$ cat src/hw/rtl/fbfl_pkg.sv
// Shared types and constants of the fixed block free list allocator.
// No dependencies; used by every module of the block.
`default_nettype none

package fbfl_pkg;

  localparam int BLOCK_COUNT = 64;
  localparam int IDX_W      = 6;
  localparam int LINK_W     = IDX_W + 1;
  localparam int SIZE_W     = 17;
  localparam int ALIGN_W    = 13;
  localparam int ADDR_W     = 32;
  localparam int COUNT_W    = 7;
  localparam int BYTES_W    = 23;
  localparam int STRIDE_W   = SIZE_W + 1;
  localparam int PROD_W     = IDX_W + STRIDE_W;
  localparam int CFG_IDX_W  = 2;
  localparam int CFG_DATA_W = 32;

  localparam logic [LINK_W-1:0] NULL_LINK = LINK_W'(BLOCK_COUNT);

  localparam logic [SIZE_W-1:0]  BLOCK_BYTES_RST = SIZE_W'(64);
  localparam logic [ALIGN_W-1:0] ALIGN_BYTES_RST = ALIGN_W'(16);

  typedef enum logic [CFG_IDX_W-1:0] {
    CFG_BLOCK_BYTES = 2'd0,
    CFG_ALIGN_BYTES = 2'd1,
    CFG_POOL_BASE   = 2'd2,
    CFG_UNUSED      = 2'd3
  } cfg_reg_t;

  typedef enum logic [2:0] {
    ST_OK    = 3'd0,
    ST_SIZE  = 3'd1,
    ST_ALIGN = 3'd2,
    ST_EMPTY = 3'd3,
    ST_NONE  = 3'd4
  } status_t;

  localparam logic MODE_ALLOC = 1'b0;
  localparam logic MODE_FREE  = 1'b1;

  typedef struct packed {
    logic               mode;
    logic [SIZE_W-1:0]  request_size;
    logic [ALIGN_W-1:0] request_align;
    logic [IDX_W-1:0]   block_index;
    logic               is_null;
  } req_t;

  typedef struct packed {
    logic [2:0]         status;
    logic [IDX_W-1:0]   granted_index;
    logic [ADDR_W-1:0]  granted_address;
    logic [COUNT_W-1:0] live_blocks;
    logic [BYTES_W-1:0] live_bytes;
  } rsp_t;

  typedef struct packed {
    logic capture;
    logic commit;
  } ctl_cmd_t;

  typedef struct packed {
    logic out_busy;
  } dp_stat_t;

endpackage

`default_nettype wire

$ cat src/hw/rtl/fbfl_ctrl.sv
// Controller of the free list allocator: capture and commit sequencing.
// Depends on fbfl_pkg.
`default_nettype none

module fbfl_ctrl
  import fbfl_pkg::*;
(
  input  wire logic     clk,
  input  wire logic     rst,
  input  wire logic     in_valid,
  output logic          in_stall,
  input  wire dp_stat_t stat,
  output ctl_cmd_t      cmd
);

  typedef enum logic [1:0] {
    S_IDLE   = 2'b01,
    S_FINISH = 2'b10
  } state_t;

  state_t state, state_next;

  always_comb begin
    cmd        = '0;
    state_next = state;
    unique case (state)
      S_IDLE: begin
        if (in_valid) begin
          cmd.capture = 1'b1;
          state_next  = S_FINISH;
        end
      end
      S_FINISH: begin
        if (!stat.out_busy) begin
          cmd.commit = 1'b1;
          state_next = S_IDLE;
        end
      end
      default: state_next = S_IDLE;
    endcase
  end

  assign in_stall = (state != S_IDLE);

  always_ff @(posedge clk) begin
    if (rst) begin
      state <= S_IDLE;
    end else begin
      state <= state_next;
    end
  end

endmodule

`default_nettype wire

$ cat src/hw/rtl/fbfl_dp.sv
// Datapath of the free list allocator: registers, link store, address math.
// Depends on fbfl_pkg; driven by fbfl_ctrl commands.
`default_nettype none

module fbfl_dp
  import fbfl_pkg::*;
(
  input  wire logic                  clk,
  input  wire logic                  rst,
  input  wire ctl_cmd_t              cmd,
  output dp_stat_t                   stat,
  input  wire req_t                  in_data,
  output logic                       out_valid,
  input  wire logic                  out_stall,
  output rsp_t                       out_data,
  input  wire logic                  cfg_we,
  input  wire logic [CFG_IDX_W-1:0]  cfg_index,
  input  wire logic [CFG_DATA_W-1:0] cfg_data
);

  logic [SIZE_W-1:0]     block_bytes;
  logic [ALIGN_W-1:0]    align_bytes;
  logic [ADDR_W-1:0]     pool_base;

  logic [LINK_W-1:0]     free_head, free_head_next;
  logic [COUNT_W-1:0]    alloc_count, alloc_count_next;
  logic [BYTES_W-1:0]    alloc_bytes, alloc_bytes_next;

  logic [LINK_W-1:0]     link_mem [BLOCK_COUNT];
  logic [BLOCK_COUNT-1:0] link_valid;
  logic [LINK_W-1:0]     link_q;
  logic                  link_q_valid;

  logic [2:0]            req_status;
  logic                  req_update;
  logic                  req_free;
  logic [IDX_W-1:0]      req_idx;
  logic [IDX_W-1:0]      head_q;
  logic [PROD_W-1:0]     prod;

  logic [2:0]            status_next;
  logic                  update_next;
  logic [STRIDE_W-1:0]   stride;
  logic [IDX_W-1:0]      head_idx;
  logic [LINK_W-1:0]     pop_link;
  logic [ADDR_W-1:0]     grant_addr;
  logic                  grant;
  rsp_t                  rsp_next;

  assign stat.out_busy = out_valid && out_stall;

  always_ff @(posedge clk) begin
    if (rst) begin
      block_bytes <= BLOCK_BYTES_RST;
      align_bytes <= ALIGN_BYTES_RST;
      pool_base   <= '0;
    end else if (cfg_we) begin
      unique case (cfg_reg_t'(cfg_index))
        CFG_BLOCK_BYTES: block_bytes <= cfg_data[SIZE_W-1:0];
        CFG_ALIGN_BYTES: align_bytes <= cfg_data[ALIGN_W-1:0];
        CFG_POOL_BASE:   pool_base   <= cfg_data[ADDR_W-1:0];
        default: ;
      endcase
    end
  end

  assign stride   = {1'b0, block_bytes} + {{(STRIDE_W-ALIGN_W){1'b0}}, align_bytes};
  assign head_idx = free_head[IDX_W-1:0];

  always_comb begin
    status_next = ST_OK;
    update_next = 1'b0;
    if (in_data.mode == MODE_ALLOC) begin
      priority if (in_data.request_size != block_bytes) begin
        status_next = ST_SIZE;
      end else if (in_data.request_align != align_bytes) begin
        status_next = ST_ALIGN;
      end else if (free_head >= NULL_LINK) begin
        status_next = ST_EMPTY;
      end else begin
        update_next = 1'b1;
      end
    end else begin
      priority if (in_data.is_null ||
                   ({1'b0, in_data.block_index} >= NULL_LINK)) begin
        status_next = ST_OK;
      end else if (alloc_count == '0) begin
        status_next = ST_NONE;
      end else begin
        update_next = 1'b1;
      end
    end
  end

  always_ff @(posedge clk) begin
    if (cmd.capture) begin
      req_status   <= status_next;
      req_update   <= update_next;
      req_free     <= (in_data.mode == MODE_FREE);
      req_idx      <= in_data.block_index;
      head_q       <= head_idx;
      prod         <= PROD_W'(head_idx) * PROD_W'(stride);
      link_q       <= link_mem[head_idx];
      link_q_valid <= link_valid[head_idx];
    end
  end

  always_ff @(posedge clk) begin
    if (cmd.commit && req_update && req_free) begin
      link_mem[req_idx] <= free_head;
    end
  end

  assign pop_link   = link_q_valid ? link_q : ({1'b0, head_q} + LINK_W'(1));
  assign grant_addr = pool_base + {{(ADDR_W-PROD_W){1'b0}}, prod};
  assign grant      = req_update && !req_free;

  always_comb begin
    free_head_next   = free_head;
    alloc_count_next = alloc_count;
    alloc_bytes_next = alloc_bytes;
    if (req_update) begin
      if (req_free) begin
        free_head_next   = {1'b0, req_idx};
        alloc_count_next = alloc_count - COUNT_W'(1);
        alloc_bytes_next = alloc_bytes - {{(BYTES_W-SIZE_W){1'b0}}, block_bytes};
      end else begin
        free_head_next   = pop_link;
        alloc_count_next = alloc_count + COUNT_W'(1);
        alloc_bytes_next = alloc_bytes + {{(BYTES_W-SIZE_W){1'b0}}, block_bytes};
      end
    end
    rsp_next.status          = req_status;
    rsp_next.granted_index   = grant ? head_q : '0;
    rsp_next.granted_address = grant ? grant_addr : '0;
    rsp_next.live_blocks     = alloc_count_next;
    rsp_next.live_bytes      = alloc_bytes_next;
  end

  always_ff @(posedge clk) begin
    if (rst) begin
      free_head   <= '0;
      alloc_count <= '0;
      alloc_bytes <= '0;
      link_valid  <= '0;
    end else if (cmd.commit) begin
      free_head   <= free_head_next;
      alloc_count <= alloc_count_next;
      alloc_bytes <= alloc_bytes_next;
      if (req_update && req_free) begin
        link_valid[req_idx] <= 1'b1;
      end
    end
  end

  always_ff @(posedge clk) begin
    if (rst) begin
      out_valid <= 1'b0;
    end else if (cmd.commit) begin
      out_valid <= 1'b1;
    end else if (!out_stall) begin
      out_valid <= 1'b0;
    end
  end

  always_ff @(posedge clk) begin
    if (cmd.commit) begin
      out_data <= rsp_next;
    end
  end

endmodule

`default_nettype wire

$ cat src/hw/rtl/fixed_block_free_list_allocator.sv
// Fixed block pool allocator with a linked free list, top level.
// A transfer in is captured, then committed to the output register once the
// output is not stalled; one item at a time, since the link store read is
// registered and the pop of the head needs it before the next item is taken.
// Reset: synchronous; head at block zero, counts zero, registers at defaults.
// Depends on fbfl_pkg, fbfl_ctrl and fbfl_dp.
`default_nettype none

module fixed_block_free_list_allocator
  import fbfl_pkg::*;
(
  input  wire logic                  clk,
  input  wire logic                  rst,
  input  wire logic                  in_valid,
  output logic                       in_stall,
  input  wire req_t                  in_data,
  output logic                       out_valid,
  input  wire logic                  out_stall,
  output rsp_t                       out_data,
  input  wire logic                  cfg_we,
  input  wire logic [CFG_IDX_W-1:0]  cfg_index,
  input  wire logic [CFG_DATA_W-1:0] cfg_data
);

  ctl_cmd_t cmd;
  dp_stat_t stat;

  fbfl_ctrl u_ctrl (
    .clk      (clk),
    .rst      (rst),
    .in_valid (in_valid),
    .in_stall (in_stall),
    .stat     (stat),
    .cmd      (cmd)
  );

  fbfl_dp u_dp (
    .clk       (clk),
    .rst       (rst),
    .cmd       (cmd),
    .stat      (stat),
    .in_data   (in_data),
    .out_valid (out_valid),
    .out_stall (out_stall),
    .out_data  (out_data),
    .cfg_we    (cfg_we),
    .cfg_index (cfg_index),
    .cfg_data  (cfg_data)
  );

endmodule

`default_nettype wire

$ cat config.mk
export PLATFORM = sky130hd
export DESIGN_NAME = fixed_block_free_list_allocator
export DESIGN_NICKNAME = d
export VERILOG_FILES = /design/src/hw/rtl/fbfl_pkg.sv /design/src/hw/rtl/fbfl_ctrl.sv /design/src/hw/rtl/fbfl_dp.sv /design/src/hw/rtl/fixed_block_free_list_allocator.sv
export SDC_FILE = /design/constraint.sdc
export NUM_CORES = 1
export LEC_CHECK = 0
export ABC_AREA = 1
export BUFFER_PORTS_ARGS = -buffer_cell sky130_fd_sc_hd__buf_2
export CORE_MARGIN = 1.5
export CORE_UTILIZATION = 69
export CTS_BUF_LIST = sky130_fd_sc_hd__clkbuf_8
export DETAILED_ROUTE_END_ITERATION = 8
export PLACE_DENSITY_LB_ADDON = 0.25
export REMOVE_ABC_BUFFERS = 1
export SLEW_MARGIN = 20
export SYNTH_ARGS = -nofsm -noshare
export SYNTH_HDL_FRONTEND = slang
export SYNTH_HIERARCHICAL = 1
export SYNTH_SLANG_ARGS = --single-unit
$ cat constraint.sdc
create_clock -name clk -period 24.8 [get_ports clk]
set_input_delay 4.96 -clock clk [delete_from_list [all_inputs] [get_ports clk]]
set_output_delay 4.96 -clock clk [all_outputs]
set_load 0.005 [all_outputs]
==> results.json, run 1 <==
{
  "synth_cell_types": 48,
  "seq_area_mm2": 0.0204,
  "cts_made_buffers": 111,
  "maximum_fanout_count_along_the_critical_path": 75,
  "postSynth.topFlopCell": "sky130_fd_sc_hd__edfxtp_1",
  "pwr-share-seq": 0.532,
  "post_cts_sizing_count": 0,
  "cap_viol_max_count": 0,
  "io-pin-count": 150,
  "routed_wire_length_per_instance_um": 18.8,
  "critical_path.startpoint": "out_stall",
  "die_w_um": 236,
  "htree_levels": 3,
  "syn_area_per_cell_um2": 9.01,
  "hold_path_class": "flip-flop to flip-flop",
  "r2r-start": "u_dp/block_bytes[0]",
  "synth.top_cells.by_count": "sky130_fd_sc_hd__nand2_1 (1076), sky130_fd_sc_hd__edfxtp_1 (568), sky130_fd_sc_hd__nor2_1 (487), sky130_fd_sc_hd__nand3_1 (482), sky130_fd_sc_hd__inv_1 (425)",
  "layout.core_utilization": 0.758,
  "ys_seq_area_frac": 0.542,
  "via_count": 30001,
  "post-route-worst-setup-slack_ns": 16.57,
  "multi_input_comb_area_mm2": 0.0146,
  "synth.top_cell.area_share": 0.454,
  "routed_wirelength_um": 95600,
  "placement_rows": 85,
  "rsz0062_at_grt": "no",
  "setup_ws_pre_cts_ns": 15.95,
  "grtUsageTotal": 0.343,
  "switching_share": 0.237,
  "crit_path_frequent_cell": "sky130_fd_sc_hd__inv_1",
  "max-clock-path-buffers": 3,
  "period_share": 0.332,
  "pins_over_their_slew_limit": 0,
  "io_buffer_count": 149,
  "clock.fmax_ghz": 0.121,
  "worstSetupEndpointType": "flip-flop",
  "vias_in_the_first_global_route": 28353,
  "power_report.internal_total_uw": 1920,
  "dieHeight_um": 236,
  "floorplan.initialDensity": 0.698,
  "synth.most_common_cell": "sky130_fd_sc_hd__nand2_1",
  "netlist_instances": 4174,
  "timing_worst_slew_pin_value_ns": 1.12,
  "slowest_stage": "sky130_fd_sc_hd__buf_4",
  "synth_enable_flop_cells": 568,
  "cts_num_sinks": 734,
  "hold_path.startpoint": "u_dp/req_status[0]",
  "max_slew_margin": 0.256,
  "gp_congestion": 0.962,
  "power_frac_clock": 0.404,
  "ir_drop_uv": 67.0,
  "area_delta_synth_final_pct": 8.49,
  "synth.ff_latch_count": 734,
  "first_iter_violations": 3356,
  "finalSetupTns_ns": 0,
  "placedInstanceArea_mm2": 0.0385,
  "yosys_warnings": 6,
  "post_cts_setup_buffers": 0,
  "hold_violations": 0,
  "clock_pin_transition_on_the_worst_setup_and_hold_timing_paths_ns": 0.07,
  "nets": 4533,
  "place_hpwl_um": 62000,
  "power.combinational.fraction": 0.064,
  "status": "finished clean",
  "ctsHoldBuffers": 0,
  "filler_cell_count": 3797,
  "cp_data_arrival_time_ns": 8.57,
  "clock_tree_from_tritoncts": "built",
  "grt_start_max_net_pins": 261,
  "number_of_antenna_violating_nets_in_the_routed_design": 0,
  "floorplan.die_area_mm2": 0.0559,
  "number_of_antenna_violations_at_the_first_check_in_global_routing": 1,
  "crit_required_ns": 25.14,
  "final_period_minus_worst_setup_slack_ns": 8.23,
  "timing.final.setup_violations": 0,
  "final_area_mm2": 0.0408,
  "path_class": "input port to flip-flop",
  "max_stage_delay_ns": 0.77,
  "detailedRoute.firstPassIterationCount": 6,
  "power_per_cell_area_mw_per_mm2": 61.7,
  "crit_path_cell_trace": "buf_2 > nand2_1 > inv_1 > nor3_2 > buf_4 > nand2_2 > inv_1 > nand3_1 > nor2_1",
  "global_route.overflow_total": 0,
  "synth.top_cells.by_area": "sky130_fd_sc_hd__edfxtp_1 (45%), sky130_fd_sc_hd__nand2_1 (11%), sky130_fd_sc_hd__dfxtp_1 (8.8%)",
  "p_sw_uw": 597,
  "drive_gt1_frac": 0.0841,
  "clock_latency_ns": 0.76,
  "syn_area_mm2": 0.0376,
  "routed_via_density": 5.90,
  "cp-start-kind": "input port",
  "grt_first_pass_wirelength_um": 149000,
  "async_reset_ff_frac": 0,
  "cts.root.buffer_cell": "sky130_fd_sc_hd__clkbuf_8",
  "fin_skew_ns": 0.0529,
  "synth_top_cell_by_area": "sky130_fd_sc_hd__edfxtp_1",
  "power.static_leakage_uw": 0.0174,
  "finalPower_uw": 2520,
  "core_area_mm2": 0.0538,
  "cp_bufs_invs": 4,
  "cell_family_with_the_largest_share_of_critical_path_delay": "simple AND/OR/NAND/NOR gates",
  "drc": 0
}
==> worst reg2reg max path, delay by kind of cell, from the launching register on <==
kind                       cells  cell delay (ns)
adders and majority gates      6             2.62
AOI/OAI and AO/OA              3             0.68
and+or+nand+nor                8             0.71
xor gates and xnor gates       2             0.68
DFF                            1             0.39
buffers and inverters          3             0.19
==> registers in the layout (all words and copies together) (netlist names) <==
signal and count:
u_dp/prod 24, u_dp/req_update 1, u_dp/link_q 7, u_dp/out_valid 1
u_dp/req_free 1, u_dp/free_head 7, u_dp/req_idx 6, u_dp/link_mem 448
u_dp/link_q_valid 1, u_dp/block_bytes 17, u_dp/req_status 3, u_dp/out_data 71
u_dp/head_q 6, u_dp/alloc_bytes 23, u_dp/link_valid 64, u_dp/alloc_count 7
u_dp/pool_base 32, u_ctrl/state 2, u_dp/align_bytes 13
==> routing by layer <==
metal	track usage	share of wire	vias up
li1	-	-	14060
met1	0.453	0.39	13972
met2	0.549	0.46	1670
met3	0.0627	0.10	299
met4	0.172	0.050	0
met5	0	0	-
==> final cells by class <==
| class | instances | share of cell area |
|---|---|---|
| Sequential cell | 734 | 0.500 |
| Clock inverter | 83 | 0.0139 |
| Antenna cell | 1 | 0.0000614 |
| Multi-Input combinational cell | 2833 | 0.358 |
| Clock buffer | 127 | 0.0429 |
| Inverter | 437 | 0.0404 |
| Tap cell | 696 | 0.0214 |
| Timing Repair Buffer | 172 | 0.0229 |
==> logic make-up after synthesis <==
family | synth area share
adders and majority gates | 0.0694
and+or+nand+nor | 0.234
xor gates and xnor gates | 0.0186
buffers and inverters | 0.0695
AOI/OAI and AO/OA | 0.0667
DFF | 0.542
==> cell usage in the layout (no fill, tap or decap), types with 6 or more instances in the layout <==
cell type / Yosys / final
sky130_fd_sc_hd__a31oi_1: 13 / 13
sky130_fd_sc_hd__and2_1: 6 / 6
sky130_fd_sc_hd__bufinv_16: 0 / 7
sky130_fd_sc_hd__or2_2: 7 / 7
sky130_fd_sc_hd__o211ai_1: 28 / 28
sky130_fd_sc_hd__inv_2: 6 / 7
sky130_fd_sc_hd__a21o_1: 6 / 6
sky130_fd_sc_hd__nor3_1: 30 / 29
sky130_fd_sc_hd__clkbuf_8: 0 / 127
sky130_fd_sc_hd__fa_1: 69 / 69
sky130_fd_sc_hd__o21bai_1: 7 / 7
sky130_fd_sc_hd__nor2_1: 487 / 486
sky130_fd_sc_hd__o21ai_0: 169 / 169
sky130_fd_sc_hd__o21ai_1: 6 / 6
sky130_fd_sc_hd__clkinv_2: 0 / 12
sky130_fd_sc_hd__clkinv_1: 4 / 15
sky130_fd_sc_hd__ha_1: 98 / 98
sky130_fd_sc_hd__o21a_1: 13 / 13
sky130_fd_sc_hd__edfxtp_1: 568 / 568
sky130_fd_sc_hd__nand4_1: 21 / 21
sky130_fd_sc_hd__inv_1: 425 / 470
sky130_fd_sc_hd__dfxtp_1: 166 / 159
sky130_fd_sc_hd__a21oi_1: 203 / 203
sky130_fd_sc_hd__buf_4: 19 / 23
sky130_fd_sc_hd__xor2_1: 47 / 47
sky130_fd_sc_hd__nand2_1: 1076 / 1076
sky130_fd_sc_hd__xnor2_1: 31 / 31
sky130_fd_sc_hd__buf_2: 61 / 148
sky130_fd_sc_hd__nand3_1: 482 / 481
==> power groups by stage <==
stage	Clock (uW)	Combinational (uW)	Sequential [uW]
2_1_floorplan	0	103	1360
3_3_place_gp	0	153	1360
3_5_place_dp	0	155	1360
4_1_cts	1030	157	1340
5_1_grt	1080	177	1340
6_report	1020	160	1340
==> path summary, 6_finish.rpt <==
path	to	slack (ns)	depth (start not counted)
min	u_dp/out_data[68]	0.42	0
min reg2reg	u_dp/out_data[68]	0.42	0
max reg2reg	u_dp/prod[23]	19.24	22
max	u_dp/link_mem[48][3]	16.57	9
==> stage by stage <==
stage / hold slack, ns / instances
floorplan: 0.400 / 4004
global placement: 0.403 / 4872
detailed placement: 0.407 / 4872
CTS: 0.422 / 5082
global route: 0.429 / 5083
finish: 0.423 / 5083
Power figures use the tool's default switching activity.
==> inputs of run 2 (changes only) <==
CORE_UTILIZATION = 64   (was 69)
clock period = 7.65 ns   (was 24.8 ns; I/O delays follow)
==> run 2 against run 1 <==
  * Total power rose to 3.2 times the previous value
  * Critical path depth increased by 13
  * Sequential cell count unchanged
  * Count of clock-buffer cells in the layout fell by 5
  * Clock skew down 0.019 ns
  * Register-to-register slack got worse by 17 ns
  * Die area rose by 7.7%
  * Critical endpoint is now u_dp/prod[22]
==> results.json, run 2 (synthesis results as in run 1) <==
{
  "filler_cell_count": 4491,
  "grtUsageTotal": 0.310,
  "critical_path.startpoint": "u_dp/block_bytes[0]",
  "crit_path_cell_trace": "ha_1 > fa_1 > nand2_1 > nand3_1 > o21ai_2 > inv_1 > nand2_1 > nand2_1 > xnor2_1 > nor2_1 > fa_1 > fa_1 > inv_1 > fa_1 > inv_1 > ha_1 > a21oi_1 > a21boi_0 > nand2_1 > nand2_1 > nand3_1 > xor2_1",
  "rsz0062_at_grt": "no",
  "power_per_cell_area_mw_per_mm2": 196,
  "path_class": "flip-flop to flip-flop",
  "drc": 0,
  "final_period_minus_worst_setup_slack_ns": 5.42,
  "reg_top3": "u_dp/link_mem: 448 flops, u_dp/out_data: 71 flops, u_dp/link_valid: 64 flops",
  "dieHeight_um": 245,
  "number_of_antenna_violating_nets_in_the_routed_design": 0,
  "cp_bufs_invs": 3,
  "gp_congestion": 0.940,
  "io_buffer_count": 149,
  "slowest_stage": "sky130_fd_sc_hd__fa_1",
  "fin_skew_ns": 0.0338,
  "most_crowded_layer_after_global_routing": "met2",
  "via_count": 29365,
  "first_iter_violations": 3133,
  "max_stage_delay_ns": 0.55,
  "p_sw_uw": 1960,
  "power.static_leakage_uw": 0.0173,
  "drive_gt1_frac": 0.0838,
  "number_of_antenna_violations_at_the_first_check_in_global_routing": 1,
  "power_report.internal_total_uw": 6020,
  "floorplan.initialDensity": 0.649,
  "htree_levels": 3,
  "grt_use_met1": 0.419,
  "maximum_fanout_count_along_the_critical_path": 6,
  "nets": 4536,
  "clock_pin_transition_on_the_worst_setup_and_hold_timing_paths_ns": 0.06,
  "clock.fmax_ghz": 0.185,
  "detailedRoute.firstPassIterationCount": 5,
  "grt_first_pass_wirelength_um": 145000,
  "vias_in_the_first_global_route": 27236,
  "hold_violations": 0,
  "placement_rows": 88,
  "r2r-start": "u_dp/block_bytes[0]",
  "max-clock-path-buffers": 3,
  "post_cts_sizing_count": 0,
  "worstHoldPathCells": 0,
  "hold_path_class": "flip-flop to flip-flop",
  "largest_register": "u_dp/link_mem",
  "placedInstanceArea_mm2": 0.0385,
  "cts.root.buffer_cell": "sky130_fd_sc_hd__clkbuf_8",
  "switching_share": 0.246,
  "cp_data_arrival_time_ns": 5.90,
  "routed_wirelength_um": 92900,
  "power.combinational.fraction": 0.065,
  "timing_worst_slew_pin_value_ns": 1.09,
  "crit_required_ns": 8.13,
  "routed_via_density": 5.69,
  "power_frac_clock": 0.392,
  "layout.core_utilization": 0.704,
  "largest_register_ffs": 448,
  "pwr-share-seq": 0.544,
  "cp-start-kind": "flip-flop",
  "routed_wire_length_per_instance_um": 18.0,
  "ir_drop_uv": 176,
  "cts_made_buffers": 114,
  "crit_path_frequent_cell": "sky130_fd_sc_hd__nand2_1",
  "io-pin-count": 150,
  "final_area_mm2": 0.0408,
  "clock_tree_from_tritoncts": "built",
  "global_route.overflow_total": 0,
  "grt_start_max_net_pins": 219,
  "cell_family_with_the_largest_share_of_critical_path_delay": "adder cells",
  "place_hpwl_um": 60400,
  "ctsHoldBuffers": 0,
  "r2r_depth": 22,
  "timing.final.setup_violations": 0,
  "status": "finished clean",
  "mostFrequentLayoutCells": "sky130_fd_sc_hd__nand2_1 (1076), sky130_fd_sc_hd__edfxtp_1 (568), sky130_fd_sc_hd__nor2_1 (486)",
  "area_delta_synth_final_pct": 8.41,
  "max_slew_margin": 0.272,
  "grt_util_met3": 0.0530,
  "timing.critical_path.depth": 22,
  "period_share": 0.708,
  "core_area_mm2": 0.0579,
  "finalSetupTns_ns": 0,
  "clock_latency_ns": 0.75,
  "pins_over_their_slew_limit": 0,
  "die_w_um": 245,
  "hold_path.startpoint": "u_dp/req_status[1]",
  "globalRouteMet2Util": 0.504,
  "cap_viol_max_count": 0,
  "post_cts_setup_buffers": 0,
  "cts_num_sinks": 734,
  "worstSetupEndpointType": "flip-flop",
  "mostFrequentLayoutCell": "sky130_fd_sc_hd__nand2_1",
  "floorplan.die_area_mm2": 0.0602
}
## run 2: final timing paths
check	endpoint	slack, ns
worst max register to register	u_dp/prod[22]	2.23
worst min-delay path	u_dp/out_data[69]	0.41
worst min register to register	u_dp/out_data[69]	0.41
worst max-delay path	u_dp/prod[22]	2.23
## run 2: cell type report
type / instances / area, um^2 / area share
Antenna cell: 1 / 2.50 / 0.0000614
Clock buffer: 122 / 1680 / 0.0412
Clock inverter: 96 / 522 / 0.0128
Inverter: 437 / 1650 / 0.0404
Multi-Input combinational cell: 2833 / 14600 / 0.359
Sequential cell: 734 / 20400 / 0.501
Tap cell: 765 / 957 / 0.0235
Timing Repair Buffer: 172 / 933 / 0.0229
## run 2: per-stage QoR
stage	setup WS [ns]	instances	total power (uW)	hold slack, ns
floorplan	-4.28	4004	4750	0.400
global placement	2.36	4941	4920	0.402
detailed placement	2.31	4941	4930	0.405
CTS	2.30	5159	8030	0.414
global route	1.93	5160	8270	0.417
finish	2.23	5160	7980	0.414
## run 2: layer usage
metal | up-vias | part of all wire
met1 | 13735 | 0.41
met3 | 222 | 0.091
li1 | 14074 | -
met2 | 1334 | 0.47
met5 | - | 0
met4 | 0 | 0.034
## run 2: power by group through the flow
stage / logic, uW / registers (uW) / clock network [uW]
global route: 574 / 4340 / 3350
global placement: 498 / 4420 / 0
floorplan: 333 / 4420 / 0
detailed placement: 505 / 4420 / 0
CTS: 509 / 4340 / 3180
finish: 515 / 4340 / 3130
## run 2: worst reg2reg max path, delay by kind of cell, from the launching register on
family                   cells  cell delay (ns)
adder cells (fa/ha/maj)      6             2.64
buffers and inverters        3             0.19
XOR/XNOR                     2             0.62
AND/OR/NAND/NOR              8             0.71
flip-flops                   1             0.35
AO/OA/AOI/OAI                3             0.64
